$ cat config.mk
export PLATFORM = sky130hd
export DESIGN_NAME = sgg_fifo
export DESIGN_NICKNAME = d
export VERILOG_FILES = /design/src/rtl/spectral_gate_gain_smoother_defines.svh /design/src/rtl/sgg_fifo.sv
export SDC_FILE = /design/constraint.sdc
export NUM_CORES = 1
export LEC_CHECK = 0
export BUFFER_PORTS_ARGS = -buffer_cell sky130_fd_sc_hd__buf_2
export CORE_MARGIN = 1.5
export CORE_UTILIZATION = 30
export CTS_BUF_LIST = sky130_fd_sc_hd__clkbuf_4
export CTS_CLUSTER_SIZE = 20
export DETAILED_ROUTE_END_ITERATION = 6
export PLACE_DENSITY = 0.46
export SYNTH_ARGS = -nofsm -noshare
export SYNTH_HDL_FRONTEND = slang
export SYNTH_SLANG_ARGS = --single-unit
$ cat constraint.sdc
create_clock -name clk -period 2.1 [get_ports clk]
set_input_delay 0.105 -clock clk [delete_from_list [all_inputs] [get_ports clk]]
set_output_delay 0.105 -clock clk [all_outputs]
set_load 0.01 [all_outputs]
$ cat src/rtl/spectral_gate_gain_smoother_defines.svh
// Assertion macros for the spectral gate gain smoother.
// Used by the modules that check their own control logic; expects clk and rst in scope.
`ifndef SPECTRAL_GATE_GAIN_SMOOTHER_DEFINES_SVH
`define SPECTRAL_GATE_GAIN_SMOOTHER_DEFINES_SVH

`ifndef SYNTHESIS
// Same-cycle implication, checked at every rising edge outside reset
`define SGG_ASSERT_NOW(lbl, ante, cons) \
  lbl: assert property (@(posedge clk) disable iff (rst) (ante) |-> (cons)) \
    else $error("sgg assertion failed");
// Next-cycle implication
`define SGG_ASSERT_NEXT(lbl, ante, cons) \
  lbl: assert property (@(posedge clk) disable iff (rst) (ante) |=> (cons)) \
    else $error("sgg assertion failed");
`else
`define SGG_ASSERT_NOW(lbl, ante, cons)
`define SGG_ASSERT_NEXT(lbl, ante, cons)
`endif

`endif

$ cat src/rtl/sgg_fifo.sv
// Small synchronous FIFO with show-ahead output.
// No dependencies; push while full is allowed only together with a pop.
module sgg_fifo #(
  parameter int WIDTH = 8,
  parameter int DEPTH = 4
) (
  input  logic             clk,
  input  logic             rst,
  input  logic             push,
  input  logic [WIDTH-1:0] din,
  input  logic             pop,
  output logic [WIDTH-1:0] dout,
  output logic             empty,
  output logic             full
);

  localparam int PW = $clog2(DEPTH);
  localparam int CW = $clog2(DEPTH + 1);

  logic [WIDTH-1:0] mem [DEPTH];
  logic [PW-1:0]    wr_ptr;
  logic [PW-1:0]    rd_ptr;
  logic [CW-1:0]    count;

  assign empty = (count == '0);
  assign full  = (count == CW'(DEPTH));
  assign dout  = mem[rd_ptr];

  // Store the incoming word
  always_ff @(posedge clk) begin
    if (push) begin
      mem[wr_ptr] <= din;
    end
  end

  // Advance pointers and fill count
  always_ff @(posedge clk) begin
    if (rst) begin
      wr_ptr <= '0;
      rd_ptr <= '0;
      count  <= '0;
    end else begin
      if (push) begin
        wr_ptr <= (wr_ptr == PW'(DEPTH - 1)) ? '0 : wr_ptr + 1'b1;
      end
      if (pop) begin
        rd_ptr <= (rd_ptr == PW'(DEPTH - 1)) ? '0 : rd_ptr + 1'b1;
      end
      if (push && !pop) begin
        count <= count + 1'b1;
      end else if (pop && !push) begin
        count <= count - 1'b1;
      end
    end
  end

endmodule

==> metrics.csv, run 1 <==
stage,metric,value,unit
die,core-area,0.005107,mm2
critical_path,arrival,1.58,ns
clock_network,clock-sinks,41,
pwr,powerDensity,794.6,mW/mm2
sta,hold_viol_final,0,
outcome,status,finished clean,
min_path,hp-class,primary input to register,
sta,setup_ws,0.4190,ns
global_route,grt_most_used_layer,met2,
clock_network,cts_tree,built,
critical_path,end_kind,output pin,
sta,finClkSkew,0.006665,ns
place,placed_cells,176,
route,drc,0,
global_route,grt_pass1_vias,882,
clock_network,clkSlewWorstSetupHoldPaths,0.12,ns
die,start_util,31.28,%
global_route,grt_max_degree,13,
route,firstDrtPassIters,4,
final_layout,nets,141,
die,die_x,75.98,um
clock_network,insertion_delay,0.34,ns
critical_path,crit_type,register to output pin,
sta,rsz0062_at_grt,no,
critical_path,crit_required,2.00,ns
route,initialDrtViolationCount,20,
die,die_h,75.98,um
sta,timing.fmax,594.9,MHz
critical_path,startpoint_type,register,
global_route,overflow,0,
place,place_ws,0.5072,ns
synth,synth-warning-count,0,
clock_network,clockBufferDepth,2,
sta,worst_pin_slew,0.4606,ns
sta,setup_tns,0,ns
critical_path,crit_fanout,8,
place,dp_hpwl,1737,um
synth,yosysSeqAreaShare,71.42,%
clock_network,cts_setup_buffers,0,
place,place.gp.congestion,0.6808,
sta,fin_crit_sh,80.05,%
global_route,use_met2,16.67,%
pwr,power_leakage,0.0007117,uW
global_route,track_usage,9.791,%
synth,synth.net_count,105,
die,dieArea,0.005773,mm2
die,core.rowCount,26,
final_layout,antenna_cells,0,
final_layout,syn_to_final_growth,20.60,%
clock_network,cts_max_level,2,
route,drtAntennaViolNets,0,
place,io_buffers,21,
global_route,grtUsageMet1,10.97,%
job,maxCapViolCount,0,
die,io_pins,22,
global_route,antenna_found_initial,0,
route,routedWlPerCell,13.38,um
sta,min_period,1.681,ns
clock_network,cts_root_buf,clkbuf_4,
synth,ys_types,17,
route,vias_per_cell,4.383,
final_layout,layout-drive-gt1-share,30.89,%
synth,synth_seq_cells,41,
synth,syn_area_per_cell,18.58,um2
route,via_count,846,
sta,setup_viol,0,
sta,drv_slew,0,
sta,relSlewSlack,69.29,%
global_route,use_met3,3.593,%
clock_network,cts_inserted_buffers,5,
global_route,grt_pass1_wl,4174,um
final_layout,final_cells,193,
pwr,vdd_drop_max,340.3,uV
route,drt-total-wl,2583,um
synth,syn_area,0.001598,mm2
synth,synthCells,86,
## Yosys cell counts, drive strengths merged
cell / count / area [um2]
fa: 1 / 20.02
nor3b: 2 / 15.01
edfxtp: 32 / 960.9
nor3: 1 / 5.000
a21oi: 2 / 10.01
xor2: 2 / 17.52
mux4: 8 / 180.2
o21ai: 1 / 5.000
clkbuf: 1 / 5.000
mux2i: 4 / 40.04
buf: 1 / 11.26
and2: 4 / 25.02
or3: 1 / 6.260
nor2: 7 / 26.28
ha: 6 / 75.07
dfxtp: 9 / 180.2
inv: 4 / 15.01
## sequential cells by signal, summed over array words and instances, names as in the netlist, named ones only
register and count:
count 3, mem 32, rd_ptr 2, wr_ptr 2
## per-layer routing
metal	wire [um]	share of wire, %
met5	0	0
met4	32	1.2
met3	120	4.6
met2	1280	50
met1	1149	44
## cells in the final DEF, fill, tap and decap left out
cell type	netlist	final
buf_4	0	1
mux4_2	8	8
o21ai_0	1	1
clkinv_2	0	2
dfxtp_1	9	9
fa_1	1	1
mux2i_1	4	4
a21oi_1	2	2
ha_1	6	6
dlygate4sd3_1	0	9
clkbuf_4	0	6
nor2_1	7	7
or3_1	1	1
inv_1	4	4
nor3_1	1	1
buf_2	0	21
xor2_1	2	2
edfxtp_1	32	32
nor3b_1	2	2
and2_1	4	4
## stage by stage
stage	cell area [um2]	hold slack [ns]	utilization, %	power [uW]
CTS	1927	0.08934	37.73	1557
global route	1927	0.1088	37.73	1611
global placement	1782	0.3151	34.88	1155
floorplan	1598	0.1741	-	1086
finish	1927	0.09786	37.73	1531
detailed placement	1782	0.3287	34.88	1162
## repair_timing
| item | in CTS | in global routing |
|---|---|---|
| hold buffers | 9 | 0 |
| gates resized for setup | 0 | 0 |
| endpoints found under the hold margin | 35 | 0 |
## path summary, 6_finish.rpt
path | start | to | slack, ns | cells past startpoint
min reg2reg | count[2]$_SDFFE_PP0P_ | count[2]$_SDFFE_PP0P_ | 0.52 | 2
min | pop | rd_ptr[1]$_SDFFE_PP0P_ | 0.1 | 3
max reg2reg | count[0]$_SDFFE_PP0P_ | count[2]$_SDFFE_PP0P_ | 0.62 | 4
max | register | dout[2] | 0.42 | 3
## critical path: stages (launching register included)
cell     delay, ns
dfxtp_1       0.33
buf_4         0.21
mux4_2        0.53
buf_2         0.16
## layout make-up
cell class / instances / area, um2
multi-input cells: 39 / 425.4
clock buffers: 6 / 45.04
repair buffers: 31 / 202.7
clock inverters: 2 / 10.01
flip-flops and latches: 41 / 1141
fillers: 496 / 3181
well taps: 70 / 87.58
inverters: 4 / 15.01
## power by group
part           internal [uW]  switching [uW]  total [uW]
clock                    141             240         381
combinational            103            95.9         199
sequential               922            29.0         951
total                   1170             365        1530
## logic make-up after synthesis
family / count (synthesis) / synth area share (%)
simple gates: 15 / 4.855
buf+inv: 6 / 1.957
xor+xnor: 2 / 1.097
mux: 12 / 13.78
compound gates: 3 / 0.9394
flops: 41 / 71.42
fa+ha+maj: 7 / 5.951
No activity file was read; power rests on OpenSTA's default activity.
==> run 2, diff against run 1 <==
PLACE_DENSITY = 0.48   (was 0.46)
clock period = 1.41 ns   (was 2.1 ns; I/O delays follow)
==> run 2 against run 1 <==
Net effect: the run now ends with setup timing left; flip-flop and latch count unchanged; first-iteration DRC count shrank 50%; critical path depth is the same; clock-buffer cell count shrank 1; largest power group unchanged.
==> metrics.csv, run 2 (synthesis gave the netlist of run 1 again) <==
stage,metric,value,unit,change
die,start_util,31.28,%,unchanged
place,io_buffers,21,,unchanged
critical_path,crit_fanout,8,,unchanged
route,routedWlPerCell,13.04,um,-2.5%
sta,drv_slew,0,,unchanged
die,dieArea,0.005773,mm2,unchanged
global_route,grt_pass1_wl,4291,um,+2.8%
critical_path,slowest_delay,0.52,ns,about the same
global_route,track_usage,10.23,%,+0.44 points
critical_path,arrival,1.51,ns,-0.07 ns
clock_network,cts_tree,built,,
sta,relSlewSlack,86.88,%,+18 points
final_layout,final_cell_mix,"32 x edfxtp_1, 17 x buf_2, 12 x buf_4",,
place,place_ws,-0.1096,ns,-0.6169 ns
final_layout,antenna_cells,0,,unchanged
critical_path,end_kind,output pin,,
sta,setup_viol,9,,+9
sta,min_period,1.582,ns,
die,die_x,75.98,um,unchanged
clock_network,clockBufferDepth,2,,unchanged
route,drc,0,,unchanged
min_path,hp-class,primary input to register,,
critical_path,crit_required,1.34,ns,-0.66 ns
route,vias_per_cell,4.215,,-3.9%
critical_path,cp_cell_sequence,buf_12 > mux4_2 > buf_6,,
global_route,overflow,0,,unchanged
sta,worst_pin_slew,0.1948,ns,-0.2658 ns
clock_network,insertion_delay,0.35,ns,about the same
critical_path,r2r-start,count[1]$_SDFFE_PP0P_,,
route,drtAntennaViolNets,0,,unchanged
die,core-area,0.005107,mm2,unchanged
final_layout,nets,153,,+8.5%
clock_network,cts_root_buf,clkbuf_4,,
die,core.rowCount,26,,unchanged
sta,fin_crit_sh,112.2,%,
clock_network,cts_setup_buffers,0,,unchanged
sta,timing.fmax,632.0,MHz,
place,placed_area,0.001884,mm2,+5.8%
job,maxCapViolCount,0,,unchanged
final_layout,layout-drive-gt1-share,40.74,%,+9.8 points
critical_path,worstReg2RegEnd,count[2]$_SDFFE_PP0P_,,
critical_path,startpoint_type,register,,
sta,setup_ws,-0.1723,ns,-0.5913 ns
pwr,power_leakage,0.0007926,uW,+11%
min_path,min_path_cells,4,,+1
critical_path,reg2reg_depth,4,,unchanged
final_layout,largest_registers,"mem (32), count (3)",,
clock_network,clock-sinks,41,,unchanged
final_layout,regMostFlops,mem,,
final_layout,largest_reg_flops,32,,unchanged
sta,finClkSkew,0.01364,ns,+0.006970 ns
place,dp_hpwl,1857,um,+6.9%
route,dr_wl_met3,112,um,-6.7%
sta,hold_viol_final,0,,unchanged
route,via_count,864,,+2.1%
place,place.gp.congestion,0.6681,,-1.9%
outcome,violations,setup timing,,
final_layout,final_common_cell,edfxtp_1,,
sta,rsz0062_at_grt,yes,,
clock_network,cts_inserted_buffers,5,,unchanged
sta,whs,0.08034,ns,-0.01752 ns
route,top_layer,met4,,
final_layout,fillCellCount,498,,+0.40%
route,wl_met1,1208,um,+5.1%
critical_path,regToRegSetupSlack,-0.02,ns,-0.64 ns
clock_network,cts_max_level,2,,unchanged
clock_network,clkSlewWorstSetupHoldPaths,0.13,ns,about the same
pwr,vdd_drop_max,548.2,uV,+61%
critical_path,crit_type,register to output pin,,
route,firstDrtPassIters,4,,unchanged
final_layout,final_cell_area,0.002096,mm2,+8.8%
min_path,min_from,pop,,
die,die_h,75.98,um,unchanged
route,initialDrtViolationCount,10,,-50%
final_layout,syn_to_final_growth,31.17,%,
critical_path,slowest_stage,mux4_2,,
outcome,status,finished with violations,,
pwr,powerDensity,1213,mW/mm2,+53%
global_route,grt_pass1_vias,919,,+4.2%
die,io_pins,22,,unchanged
global_route,grt_max_degree,15,,+2
route,drt-total-wl,2674,um,+3.5%
global_route,antenna_found_initial,0,,unchanged
route,met2_length,1298,um,+1.4%
## run 2: area by class of cell
class | instances | area, um2 | area share [%]
sequential | 41 | 1147 | 54.75
tap | 70 | 87.58 | 4.179
timing repair buffer | 43 | 330.3 | 15.76
clock inverter | 3 | 46.29 | 2.209
clock buffer | 5 | 37.54 | 1.791
inverter | 4 | 15.01 | 0.7164
multi-input combinational | 39 | 431.7 | 20.60
## run 2: how the worst max path moves through the flow
stage	startpoint	endpoint	slack [ns]	cells past startpoint
floorplan	count[0]$_SDFFE_PP0P_	count[2]$_SDFFE_PP0P_	0.02	4
global placement	pop	count[2]$_SDFFE_PP0P_	-0.07	8
detailed placement	pop	count[2]$_SDFFE_PP0P_	-0.11	8
CTS	register	dout[4]	-0.21	3
global route	register	dout[4]	-0.24	3
finish	register	dout[4]	-0.17	3
## run 2: repair_timing
action,in CTS,in global routing
hold buffers,9,0
pin swaps,1,3
endpoints found under the setup margin,9,9
resized for setup,5,5
endpoints found under the hold margin,41,0
## run 2: worst max-delay path, delay by kind of cell (launching register included)
kind | cells | cell delay [ns]
buf+inv | 2 | 0.28
flops | 1 | 0.36
mux | 1 | 0.52
## run 2: metal layers
metal  vias to the layer above  track usage (%)
met5                         -                0
met4                         0            5.000
met3                         6            3.593
met2                        20            17.21
met1                       416            11.60
li1                        422                -
## run 2: power by group
group	total (uW)	switching [uW]	leakage (uW)	internal, uW
logic	368	164	0.000382	204
registers	1410	34.4	0.000369	1380
clock network	762	387	0.0000414	376
total	2540	586	0.000793	1960
## run 2: per-stage QoR
step | utilization, % | total power [uW] | cells | setup TNS (ns)
CTS | 40.54 | 2567 | 205 | -1.514
detailed placement | 36.89 | 1767 | 188 | -0.1096
finish | 41.03 | 2542 | 205 | -1.261
global route | 41.03 | 2671 | 205 | -1.881
floorplan | - | 1617 | 86 | 0
global placement | 36.89 | 1756 | 188 | -0.06725
==> run 3, diff against run 2 <==
CORE_MARGIN = 10   (was 1.5)
SLEW_MARGIN = 20   (was not set)
==> run 3 against run 2 <==
Net effect: the flow still finishes with violations (setup timing); global-route usage fell by 3.0 points; utilization fell by 0.16 points; critical path depth did not move; cell count rose by 1.5%; flip-flop and latch count did not move; combinational power rose by 6.8%; non-clock buffer count rose by 3.
==> metrics.csv, run 3 (synthesis gave the netlist of run 1 again) <==
stage,metric,value,unit,change
outcome,status,finished with violations,,
outcome,violations,setup timing,,
die,die_x,92.98,um,+22%
critical_path,end_kind,output pin,,
final_layout,fillCellCount,505,,+1.4%
sta,relSlewSlack,86.78,%,-0.091 points
critical_path,regToRegSetupSlack,0.04,ns,+0.06 ns
global_route,overflow,0,,unchanged
critical_path,r2r-start,count[0]$_SDFFE_PP0P_,,
route,drt-total-wl,2862,um,+7.0%
final_layout,layout-drive-gt1-share,41.30,%,+0.56 points
place,place_ws,-0.1245,ns,-0.01490 ns
sta,timing.fmax,639.4,MHz,+1.2%
route,firstDrtPassIters,2,,-2
die,io_pins,22,,unchanged
sta,fin_crit_sh,110.9,%,-1.3 points
clock_network,cts_tree,built,,
critical_path,crit_required,1.34,ns,about the same
final_layout,regMostFlops,mem,,
global_route,antenna_found_initial,0,,unchanged
route,initialDrtViolationCount,30,,+20
final_layout,nets,156,,+2.0%
critical_path,setup.worst_path.end,dout[3],,
route,vias_per_cell,4.221,,+0.15%
global_route,grt_pass1_wl,4623,um,+7.7%
global_route,grt_max_degree,13,,-2
sta,setup_ws,-0.1540,ns,+0.01826 ns
pwr,powerDensity,1136,mW/mm2,-6.3%
route,drtAntennaViolNets,0,,unchanged
die,core-area,0.005140,mm2,+0.64%
clock_network,clock-sinks,41,,unchanged
final_layout,antenna_cells,0,,unchanged
final_layout,final_core_utilization,40.87,%,-0.16 points
clock_network,insertion_delay,0.34,ns,about the same
die,dieArea,0.008645,mm2,+50%
final_layout,final_cell_mix,"32 x edfxtp_1, 16 x buf_2, 14 x buf_4",,
final_layout,largest_reg_flops,32,,unchanged
critical_path,worstReg2RegEnd,count[2]$_SDFFE_PP0P_,,
route,drc,0,,unchanged
sta,setup_viol,8,,-1
place,dp_hpwl,2179,um,+17%
sta,rsz0062_at_grt,yes,,
place,io_buffers,21,,unchanged
final_layout,final_common_cell,edfxtp_1,,
clock_network,cts_setup_buffers,0,,unchanged
global_route,track_usage,7.200,%,-3.0 points
critical_path,crit_fanout,6,,-2
pwr,power_leakage,0.0008054,uW,+1.6%
sta,hold_viol_final,0,,unchanged
die,core.rowCount,26,,unchanged
critical_path,crit_type,register to output pin,,
critical_path,arrival,1.49,ns,-0.02 ns
critical_path,startpoint_type,register,,
final_layout,largest_registers,"mem (32), count (3)",,
clock_network,clockBufferDepth,2,,unchanged
sta,min_period,1.564,ns,-0.01826 ns
sta,finClkSkew,0.008655,ns,-0.004980 ns
critical_path,reg2reg_depth,4,,unchanged
final_layout,syn_to_final_growth,31.48,%,
place,place.gp.congestion,0.7832,,+17%
clock_network,cts_max_level,2,,unchanged
global_route,grt_pass1_vias,979,,+6.5%
route,via_count,878,,+1.6%
pwr,vdd_drop_max,448.4,uV,-18%
min_path,hp-class,primary input to register,,
clock_network,cts_root_buf,clkbuf_4,,
route,routedWlPerCell,13.76,um,+5.5%
die,start_util,31.09,%,-0.20 points
sta,drv_slew,0,,unchanged
clock_network,clkSlewWorstSetupHoldPaths,0.10,ns,-0.03 ns
die,die_h,92.98,um,+22%
clock_network,cts_inserted_buffers,5,,unchanged
sta,worst_pin_slew,0.1962,ns,+0.001357 ns
job,maxCapViolCount,0,,unchanged
==> run 3: worst min-delay path by stage <==
stage / from / endpoint / slack (ns) / cells past startpoint
final: pop / register / 0.10 / 4
after global routing: push / wr_ptr[1]$_SDFFE_PP0P_ / 0.11 / 4
after CTS: pop / register / 0.1 / 4
after detailed placement: din[2] / mem[2][2]$_DFFE_PP_ / 0.29 / 1
after global placement: din[0] / mem[0][0]$_DFFE_PP_ / 0.28 / 1
after floorplan: rst / count[2]$_SDFFE_PP0P_ / 0.14 / 1
==> run 3: critical path: stages (launching register included) <==
cell	delay (ns)
dfxtp_4	0.38
buf_12	0.12
mux4_2	0.51
buf_6	0.14
==> run 3: layout make-up <==
class	count	area, um2	area share [%]
Sequential cell	41	1146	54.56
Multi-Input combinational cell	39	431.7	20.55
Timing Repair Buffer	46	362.8	17.27
Tap cell	70	87.58	4.169
Clock buffer	7	52.55	2.501
Inverter	4	15.01	0.7147
Clock inverter	1	5.005	0.2382
==> run 3: timing repair <==
item / in CTS / in global routing
hold buffers: 9 / 0
resized for setup: 5 / 6
pin swaps: 0 / 1
endpoints found under the hold margin: 41 / 0
setup endpoints to repair: 9 / 9
==> run 3: per-stage QoR <==
stage                     cell area (um2)  hold slack [ns]  std cells  TNS (ns)  total power (uW)
final                                2101           0.1039        208    -1.064              2386
after global routing                 2101           0.1126        208    -1.557              2524
after CTS                            2072          0.09515        208    -1.377              2408
after detailed placement             1907           0.2923        191   -0.1245              1788
after global placement               1907           0.2815        191  -0.05919              1774
after floorplan                      1598           0.1396         86         0              1617
==> run 3: report_power, final <==
group	switching (uW)	internal [uW]	total [uW]
registers	32.9	1370	1410
clock network	354	233	587
logic	171	222	393
==> run 3: layer usage <==
layer | global-route usage [%] | vias up | routed length [um]
met3 | 2.798 | 8 | 137
met2 | 13.14 | 19 | 1503
met1 | 6.495 | 424 | 1153
met5 | 0 | - | 0
li1 | - | 427 | -
met4 | 4.627 | 0 | 68
